## src/design/assert_macros.svh

```systemverilog
// assertion macros shared by the rtl files
// no dependencies; expects clk and rst_n in the including scope
`ifndef ASSERT_MACROS_SVH
`define ASSERT_MACROS_SVH

// condition a implies condition c in the same cycle
`define ASSERT_IMPLIES(label, a, c, msg) \
    label: assert property (@(posedge clk) disable iff (!rst_n) (a) |-> (c)) \
        else $error(msg);

// condition a implies condition c in the following cycle
`define ASSERT_NEXT(label, a, c, msg) \
    label: assert property (@(posedge clk) disable iff (!rst_n) (a) |=> (c)) \
        else $error(msg);

`endif

```

## src/design/ellspmv_pkg.sv

```systemverilog
// shared types and constants for the ellpack sparse matrix-vector core
// no dependencies
`timescale 1ns / 1ps

package ellspmv_pkg;

    localparam int IDX_W  = 12;
    localparam int DATA_W = 32;
    localparam int COLE_W = 13;

    typedef logic [IDX_W-1:0]         idx_t;
    typedef logic signed [DATA_W-1:0] data_t;

    // column entry: top bit marks an empty slot
    localparam logic [COLE_W-1:0] COL_EMPTY = 13'h1000;

    typedef enum logic [1:0] {
        KIND_VEC_WR   = 2'd0,
        KIND_SET_COEF = 2'd1,
        KIND_CLR_ROW  = 2'd2,
        KIND_MUL_ROW  = 2'd3
    } kind_t;

    typedef enum logic [1:0] {
        STATUS_OK   = 2'd0,
        STATUS_FULL = 2'd1,
        STATUS_SAT  = 2'd2
    } status_t;

    typedef enum logic [1:0] {
        RES_ZERO,
        RES_FULL,
        RES_SUM
    } res_sel_t;

    typedef enum logic [3:0] {
        ST_INIT,
        ST_IDLE,
        ST_DISPATCH,
        ST_SRCH_RD,
        ST_SRCH_CHK,
        ST_CLR,
        ST_MUL_RD,
        ST_MUL_VEC,
        ST_MUL_PROD,
        ST_MUL_ACC,
        ST_DONE
    } state_t;

    typedef struct packed {
        logic     load_item;
        logic     sweep_en;
        logic     col_rd;
        logic     col_wr;
        logic     col_empty;
        logic     coef_wr;
        logic     vec_wr;
        logic     vec_rd;
        logic     mul_en;
        logic     acc_clr;
        logic     acc_en;
        logic     out_load;
        res_sel_t res_sel;
    } dp_cmd_t;

    typedef struct packed {
        kind_t kind;
        logic  row_ok;
        logic  col_ok;
        logic  slot_empty;
        logic  slot_match;
        logic  out_free;
    } dp_stat_t;

endpackage

```

## src/design/ellspmv_ctrl.sv

```systemverilog
// controller: state machine, slot counter and post-reset clearing sweep
// depends on ellspmv_pkg
`timescale 1ns / 1ps

module ellspmv_ctrl import ellspmv_pkg::*; #(
    parameter int ROWS  = 4096,
    parameter int SLOTS = 8,
    localparam int RW   = $clog2(ROWS),
    localparam int SW   = (SLOTS > 1) ? $clog2(SLOTS) : 1,
    localparam int AW   = RW + SW
) (
    input  logic          clk,
    input  logic          rst_n,
    input  logic          req_valid,
    output logic          req_ready,
    input  dp_stat_t      stat,
    output dp_cmd_t       cmd,
    output logic [SW-1:0] slot,
    output logic [AW-1:0] sweep
);

    localparam int DEPTH = ROWS << SW;

    state_t        state_reg,   state_next;
    logic [SW-1:0] slot_reg,    slot_next;
    logic [AW-1:0] sweep_reg,   sweep_next;
    res_sel_t      res_sel_reg, res_sel_next;

    logic slot_last;
    logic sweep_last;

    assign slot_last  = slot_reg == SW'(SLOTS - 1);
    assign sweep_last = sweep_reg == AW'(DEPTH - 1);

    always_ff @(posedge clk or negedge rst_n)
    begin
        if (!rst_n)
        begin
            state_reg   <= ST_INIT;
            slot_reg    <= '0;
            sweep_reg   <= '0;
            res_sel_reg <= RES_ZERO;
        end
        else
        begin
            state_reg   <= state_next;
            slot_reg    <= slot_next;
            sweep_reg   <= sweep_next;
            res_sel_reg <= res_sel_next;
        end
    end

    always_comb
    begin
        state_next   = state_reg;
        slot_next    = slot_reg;
        sweep_next   = sweep_reg;
        res_sel_next = res_sel_reg;
        cmd          = '0;
        cmd.res_sel  = res_sel_reg;
        req_ready    = 1'b0;
        unique case (state_reg)
            ST_INIT:
            begin
                cmd.sweep_en  = 1'b1;
                cmd.col_wr    = 1'b1;
                cmd.col_empty = 1'b1;
                sweep_next    = sweep_reg + AW'(1);
                if (sweep_last)
                begin
                    state_next = ST_IDLE;
                end
            end
            ST_IDLE:
            begin
                req_ready = 1'b1;
                if (req_valid)
                begin
                    cmd.load_item = 1'b1;
                    slot_next     = '0;
                    state_next    = ST_DISPATCH;
                end
            end
            ST_DISPATCH:
            begin
                res_sel_next = RES_ZERO;
                if (!stat.row_ok)
                begin
                    state_next = ST_DONE;
                end
                else
                begin
                    unique case (stat.kind)
                        KIND_VEC_WR:
                        begin
                            cmd.vec_wr = 1'b1;
                            state_next = ST_DONE;
                        end
                        KIND_SET_COEF:
                        begin
                            state_next = stat.col_ok ? ST_SRCH_RD : ST_DONE;
                        end
                        KIND_CLR_ROW:
                        begin
                            state_next = ST_CLR;
                        end
                        KIND_MUL_ROW:
                        begin
                            cmd.acc_clr = 1'b1;
                            state_next  = ST_MUL_RD;
                        end
                        default:
                        begin
                            state_next = ST_DONE;
                        end
                    endcase
                end
            end
            ST_SRCH_RD:
            begin
                cmd.col_rd = 1'b1;
                state_next = ST_SRCH_CHK;
            end
            ST_SRCH_CHK:
            begin
                // first slot holding the column or empty takes the value
                if (stat.slot_match || stat.slot_empty)
                begin
                    cmd.col_wr  = 1'b1;
                    cmd.coef_wr = 1'b1;
                    state_next  = ST_DONE;
                end
                else if (slot_last)
                begin
                    res_sel_next = RES_FULL;
                    state_next   = ST_DONE;
                end
                else
                begin
                    slot_next  = slot_reg + SW'(1);
                    state_next = ST_SRCH_RD;
                end
            end
            ST_CLR:
            begin
                cmd.col_wr    = 1'b1;
                cmd.col_empty = 1'b1;
                if (slot_last)
                begin
                    state_next = ST_DONE;
                end
                else
                begin
                    slot_next = slot_reg + SW'(1);
                end
            end
            ST_MUL_RD:
            begin
                cmd.col_rd = 1'b1;
                state_next = ST_MUL_VEC;
            end
            ST_MUL_VEC:
            begin
                if (stat.slot_empty)
                begin
                    res_sel_next = RES_SUM;
                    state_next   = ST_DONE;
                end
                else
                begin
                    cmd.vec_rd = 1'b1;
                    state_next = ST_MUL_PROD;
                end
            end
            ST_MUL_PROD:
            begin
                cmd.mul_en = 1'b1;
                state_next = ST_MUL_ACC;
            end
            ST_MUL_ACC:
            begin
                cmd.acc_en = 1'b1;
                if (slot_last)
                begin
                    res_sel_next = RES_SUM;
                    state_next   = ST_DONE;
                end
                else
                begin
                    slot_next  = slot_reg + SW'(1);
                    state_next = ST_MUL_RD;
                end
            end
            ST_DONE:
            begin
                if (stat.out_free)
                begin
                    cmd.out_load = 1'b1;
                    state_next   = ST_IDLE;
                end
            end
            default:
            begin
                state_next = ST_IDLE;
            end
        endcase
    end

    assign slot  = slot_reg;
    assign sweep = sweep_reg;

endmodule

```

## config.mk

```make
export PLATFORM = sky130hd
export DESIGN_NAME = ellspmv_ctrl
export DESIGN_NICKNAME = d
export VERILOG_FILES = /design/src/design/assert_macros.svh /design/src/design/ellspmv_pkg.sv /design/src/design/ellspmv_ctrl.sv
export SDC_FILE = /design/constraint.sdc
export NUM_CORES = 1
export LEC_CHECK = 0
export ABC_CLOCK_PERIOD_IN_PS = 1970
export BUFFER_PORTS_ARGS = -buffer_cell sky130_fd_sc_hd__buf_4
export CAP_MARGIN = 5
export CORE_ASPECT_RATIO = 0.7
export CORE_MARGIN = 5
export CORE_UTILIZATION = 54
export CTS_BUF_LIST = sky130_fd_sc_hd__clkbuf_8
export CTS_CLUSTER_SIZE = 24
export DETAILED_ROUTE_END_ITERATION = 7
export PLACE_DENSITY = 0.94
export SLEW_MARGIN = 20
export SYNTH_ARGS = -nofsm -noshare
export SYNTH_HDL_FRONTEND = slang
export SYNTH_SLANG_ARGS = --single-unit
```

## constraint.sdc

```tcl
create_clock -name clk -period 1.97 [get_ports clk]
set_input_delay 0.394 -clock clk [delete_from_list [all_inputs] [get_ports clk]]
set_output_delay 0.394 -clock clk [all_outputs]
set_load 0.05 [all_outputs]
```

==> impl_metrics.env <==
export IMPL_cts_hold_fix_buffers=0
export IMPL_path_delay_family="simple AND/OR/NAND/NOR gates"
export IMPL_cts_max_level=1
export IMPL_grt_max_degree=25
export IMPL_tightestPinTransition_ps=408.4
export IMPL_min_period_over_period_pct=106.8
export IMPL_netlist_area_mm2=0.001578
export IMPL_fmax_ghz=0.4751
export IMPL_start_kind="flop"
export IMPL_crit_path_cell_trace="or4b_4, or2_4, nand2b_4, buf_8"
export IMPL_worst_r2r_setup_slack_ps=70
export IMPL_start_util_pct=56.29
export IMPL_cts_max_path_buffers=2
export IMPL_syn_num_nets=185
export IMPL_critical_path_peak_fanout=3
export IMPL_drc=0
export IMPL_gp_congestion=0.8797
export IMPL_vias=1484
export IMPL_viasPerCell=5.797
export IMPL_cp_data_arrival_time_ps=1710
export IMPL_yosysSeqAreaShare_pct=38.07
export IMPL_grt_busiest_layer="met1"
export IMPL_finalWirelength_um=4031
export IMPL_synth_ff_type="dfrtp_1"
export IMPL_clock_latency_ps=270
export IMPL_dpl_hpwl_um=2933
export IMPL_crit_required_ps=1580
export IMPL_crit_buf_inv=1
export IMPL_die_width_um=74.61
export IMPL_synth_seq_cells=24
export IMPL_p_leak_nw=1.016
export IMPL_grt_use_met3_pct=5.072
export IMPL_grt_antenna_before_repair=0
export IMPL_cts_buffers_inserted=3
export IMPL_whs_ps=4.854
export IMPL_antennaDiodeCount=0
export IMPL_track_usage_pct=20.24
export IMPL_core_mm2=0.002803
export IMPL_maxCapViolations=0
export IMPL_rsz0062_at_grt="true"
export IMPL_final_nets=235
export IMPL_skew_ps=4.925
export IMPL_hold_class="in -> async"
export IMPL_cts_tree="done"
export IMPL_grt_met2_usage_pct=28.04
export IMPL_grt_overflow=0
export IMPL_row_count=16
export IMPL_finalSetupViolCount=4
export IMPL_grt_pass1_wl_um=6741
export IMPL_largest_reg_flops=15
export IMPL_slowest_delay_ps=540
export IMPL_grt_use_met1_pct=31.96
export IMPL_path_clk_slew_ps=90
export IMPL_ys_types=46
export IMPL_grt_pass1_vias=1406
export IMPL_yosys_warnings=0
export IMPL_endpoint_kind="output port"
export IMPL_critical_path_slowest_cell="or4b_4"
export IMPL_portBuffers=42
export IMPL_dieArea_mm2=0.004120
export IMPL_wl_per_cell_um=15.75
export IMPL_drtIter0Drc=45
export IMPL_cts_sinks=24
export IMPL_avgSynthCellArea_um2=9.227
export IMPL_crit_type="reg -> out"
export IMPL_place_ws_ps=56.36
export IMPL_syn_inst=171
export IMPL_die_h_um=55.23
export IMPL_finalCriticalPeriod_ps=2105
export IMPL_status="finished, violations left"
export IMPL_drive_gt1_share_pct=39.55
export IMPL_slew_headroom_pct=72.67
export IMPL_pwr_density_cell_mw_per_mm2=1586
export IMPL_synth_edf_count=0
export IMPL_finalWorstSetupSlack_ps=-134.7
export IMPL_syn2layout_area_growth_pct=37.03
export IMPL_hold_viol_final=0
export IMPL_drt_pass1_iterations=5
export IMPL_ir_drop_v=0.0009725
export IMPL_slew_viol_final=0
export IMPL_cts_root_buf="clkbuf_8"
export IMPL_failed_checks="negative setup slack"
export IMPL_io_pins=43
export IMPL_antenna_violating_nets_post_route=0
export IMPL_fillers=201
export IMPL_ys_async_sr_fraction_pct=100.0
through the flow:
step                area (um2)  setup TNS (ps)  utilization, %  total power [mW]  instances
floorplan                 1625           -1275               -             2.278        171
global placement          2002               0           71.43             2.773        249
detailed placement        2002               0           71.43             2.817        249
CTS                       2110          -486.7           75.27             3.308        254
global route              2162          -661.2           77.14             3.626        256
finish                    2162          -343.0           77.14             3.430        256
logic make-up after synthesis:
group	count (synthesis)	share of synthesized area, %
multiplexers	5	3.331
adder cells (fa/ha/maj)	4	3.172
AO/OA/AOI/OAI	34	14.43
AND/OR/NAND/NOR	70	26.65
XOR/XNOR	17	9.437
flip-flops	24	38.07
buffers and inverters	17	4.917
where the power goes:
| group | internal, mW | total, mW | switching [mW] |
|---|---|---|---|
| Sequential | 0.626 | 0.762 | 0.136 |
| Clock | 0.272 | 0.431 | 0.160 |
| Combinational | 0.840 | 2.24 | 1.40 |
| Total | 1.74 | 3.43 | 1.69 |
repair_timing:
item                       4_1_cts  5_1_grt
pin swaps                        1        4
setup endpoints to repair        6       11
resized for setup                8       13
buffers inserted                 1        2
final cells by class:
class,instances,area (um2),share of cell area [%]
multi-input combinational,130,969.7,44.85
timing repair buffer,54,435.4,20.14
sequential,24,603.1,27.89
tap,36,45.04,2.083
clock inverter,1,30.03,1.389
clock buffer,3,41.29,1.910
inverter,8,37.54,1.736
worst reg2reg max path: cells and delay by family, from the launching register on:
family                     cells  cell delay [ps]
and+or+nand+nor                1              320
AOI/OAI and AO/OA              2              300
DFF                            1              440
adders and majority gates      2              440
muxes                          1              280
routing by layer:
metal / vias to the layer above / routed length, um
li1: 708 / -
met1: 711 / 1826
met2: 58 / 1832
met3: 7 / 320
met4: 0 / 51
met5: - / 0
synthesized netlist by cell type (2+ instances only):
cell type	instances	area (um2)
a21oi_1	5	25.02
a22o_1	3	26.28
and2_1	3	18.77
and3_1	3	18.77
and4_1	2	17.52
buf_2	2	10.01
clkbuf_1	5	18.77
dfrtp_1	24	600.6
ha_1	4	50.05
inv_1	8	30.03
mux2_2	2	22.52
mux2i_1	3	30.03
nand2_1	14	52.55
nand2b_1	7	43.79
nand4_1	6	37.54
nand4_2	2	25.02
nor2_1	10	37.54
nor2b_1	2	12.51
nor3_1	7	35.03
nor3_2	2	20.02
nor4_1	2	12.51
o21ai_0	14	70.07
o31ai_1	2	15.01
or3_1	2	12.51
xnor2_1	7	61.31
xor2_1	10	87.58
path summary, 6_finish.rpt:
check                               end    startpoint  cells past startpoint
min in group clk           state_reg[2]       stat[6]                      3
hold reg to reg                sweep[0]      sweep[0]                      1
setup reg to reg           state_reg[0]       slot[0]                      6
hold / removal                  slot[2]         rst_n                      1
setup / recovery                cmd[10]  state_reg[0]                      4
max in group asynchronous       slot[0]         rst_n                      1
layout by cell type, fill, tap and decap left out, types with 3 or more instances in the layout:
| cell | instances |
|---|---|
| buf_4 | 49 |
| dfrtp_1 | 22 |
| nand2_1 | 14 |
| o21ai_0 | 11 |
| xor2_1 | 10 |
| nor2_1 | 9 |
| xnor2_1 | 7 |
| inv_1 | 6 |
| nand4_1 | 6 |
| nand2b_1 | 5 |
| nor3_2 | 5 |
| a21oi_1 | 5 |
| nor3_1 | 4 |
| ha_1 | 4 |
| and2_1 | 3 |
| mux2i_1 | 3 |
| a22o_1 | 3 |
| o21ai_1 | 3 |
| clkbuf_8 | 3 |
| buf_8 | 3 |
No activity file was read; power rests on OpenSTA's default activity.
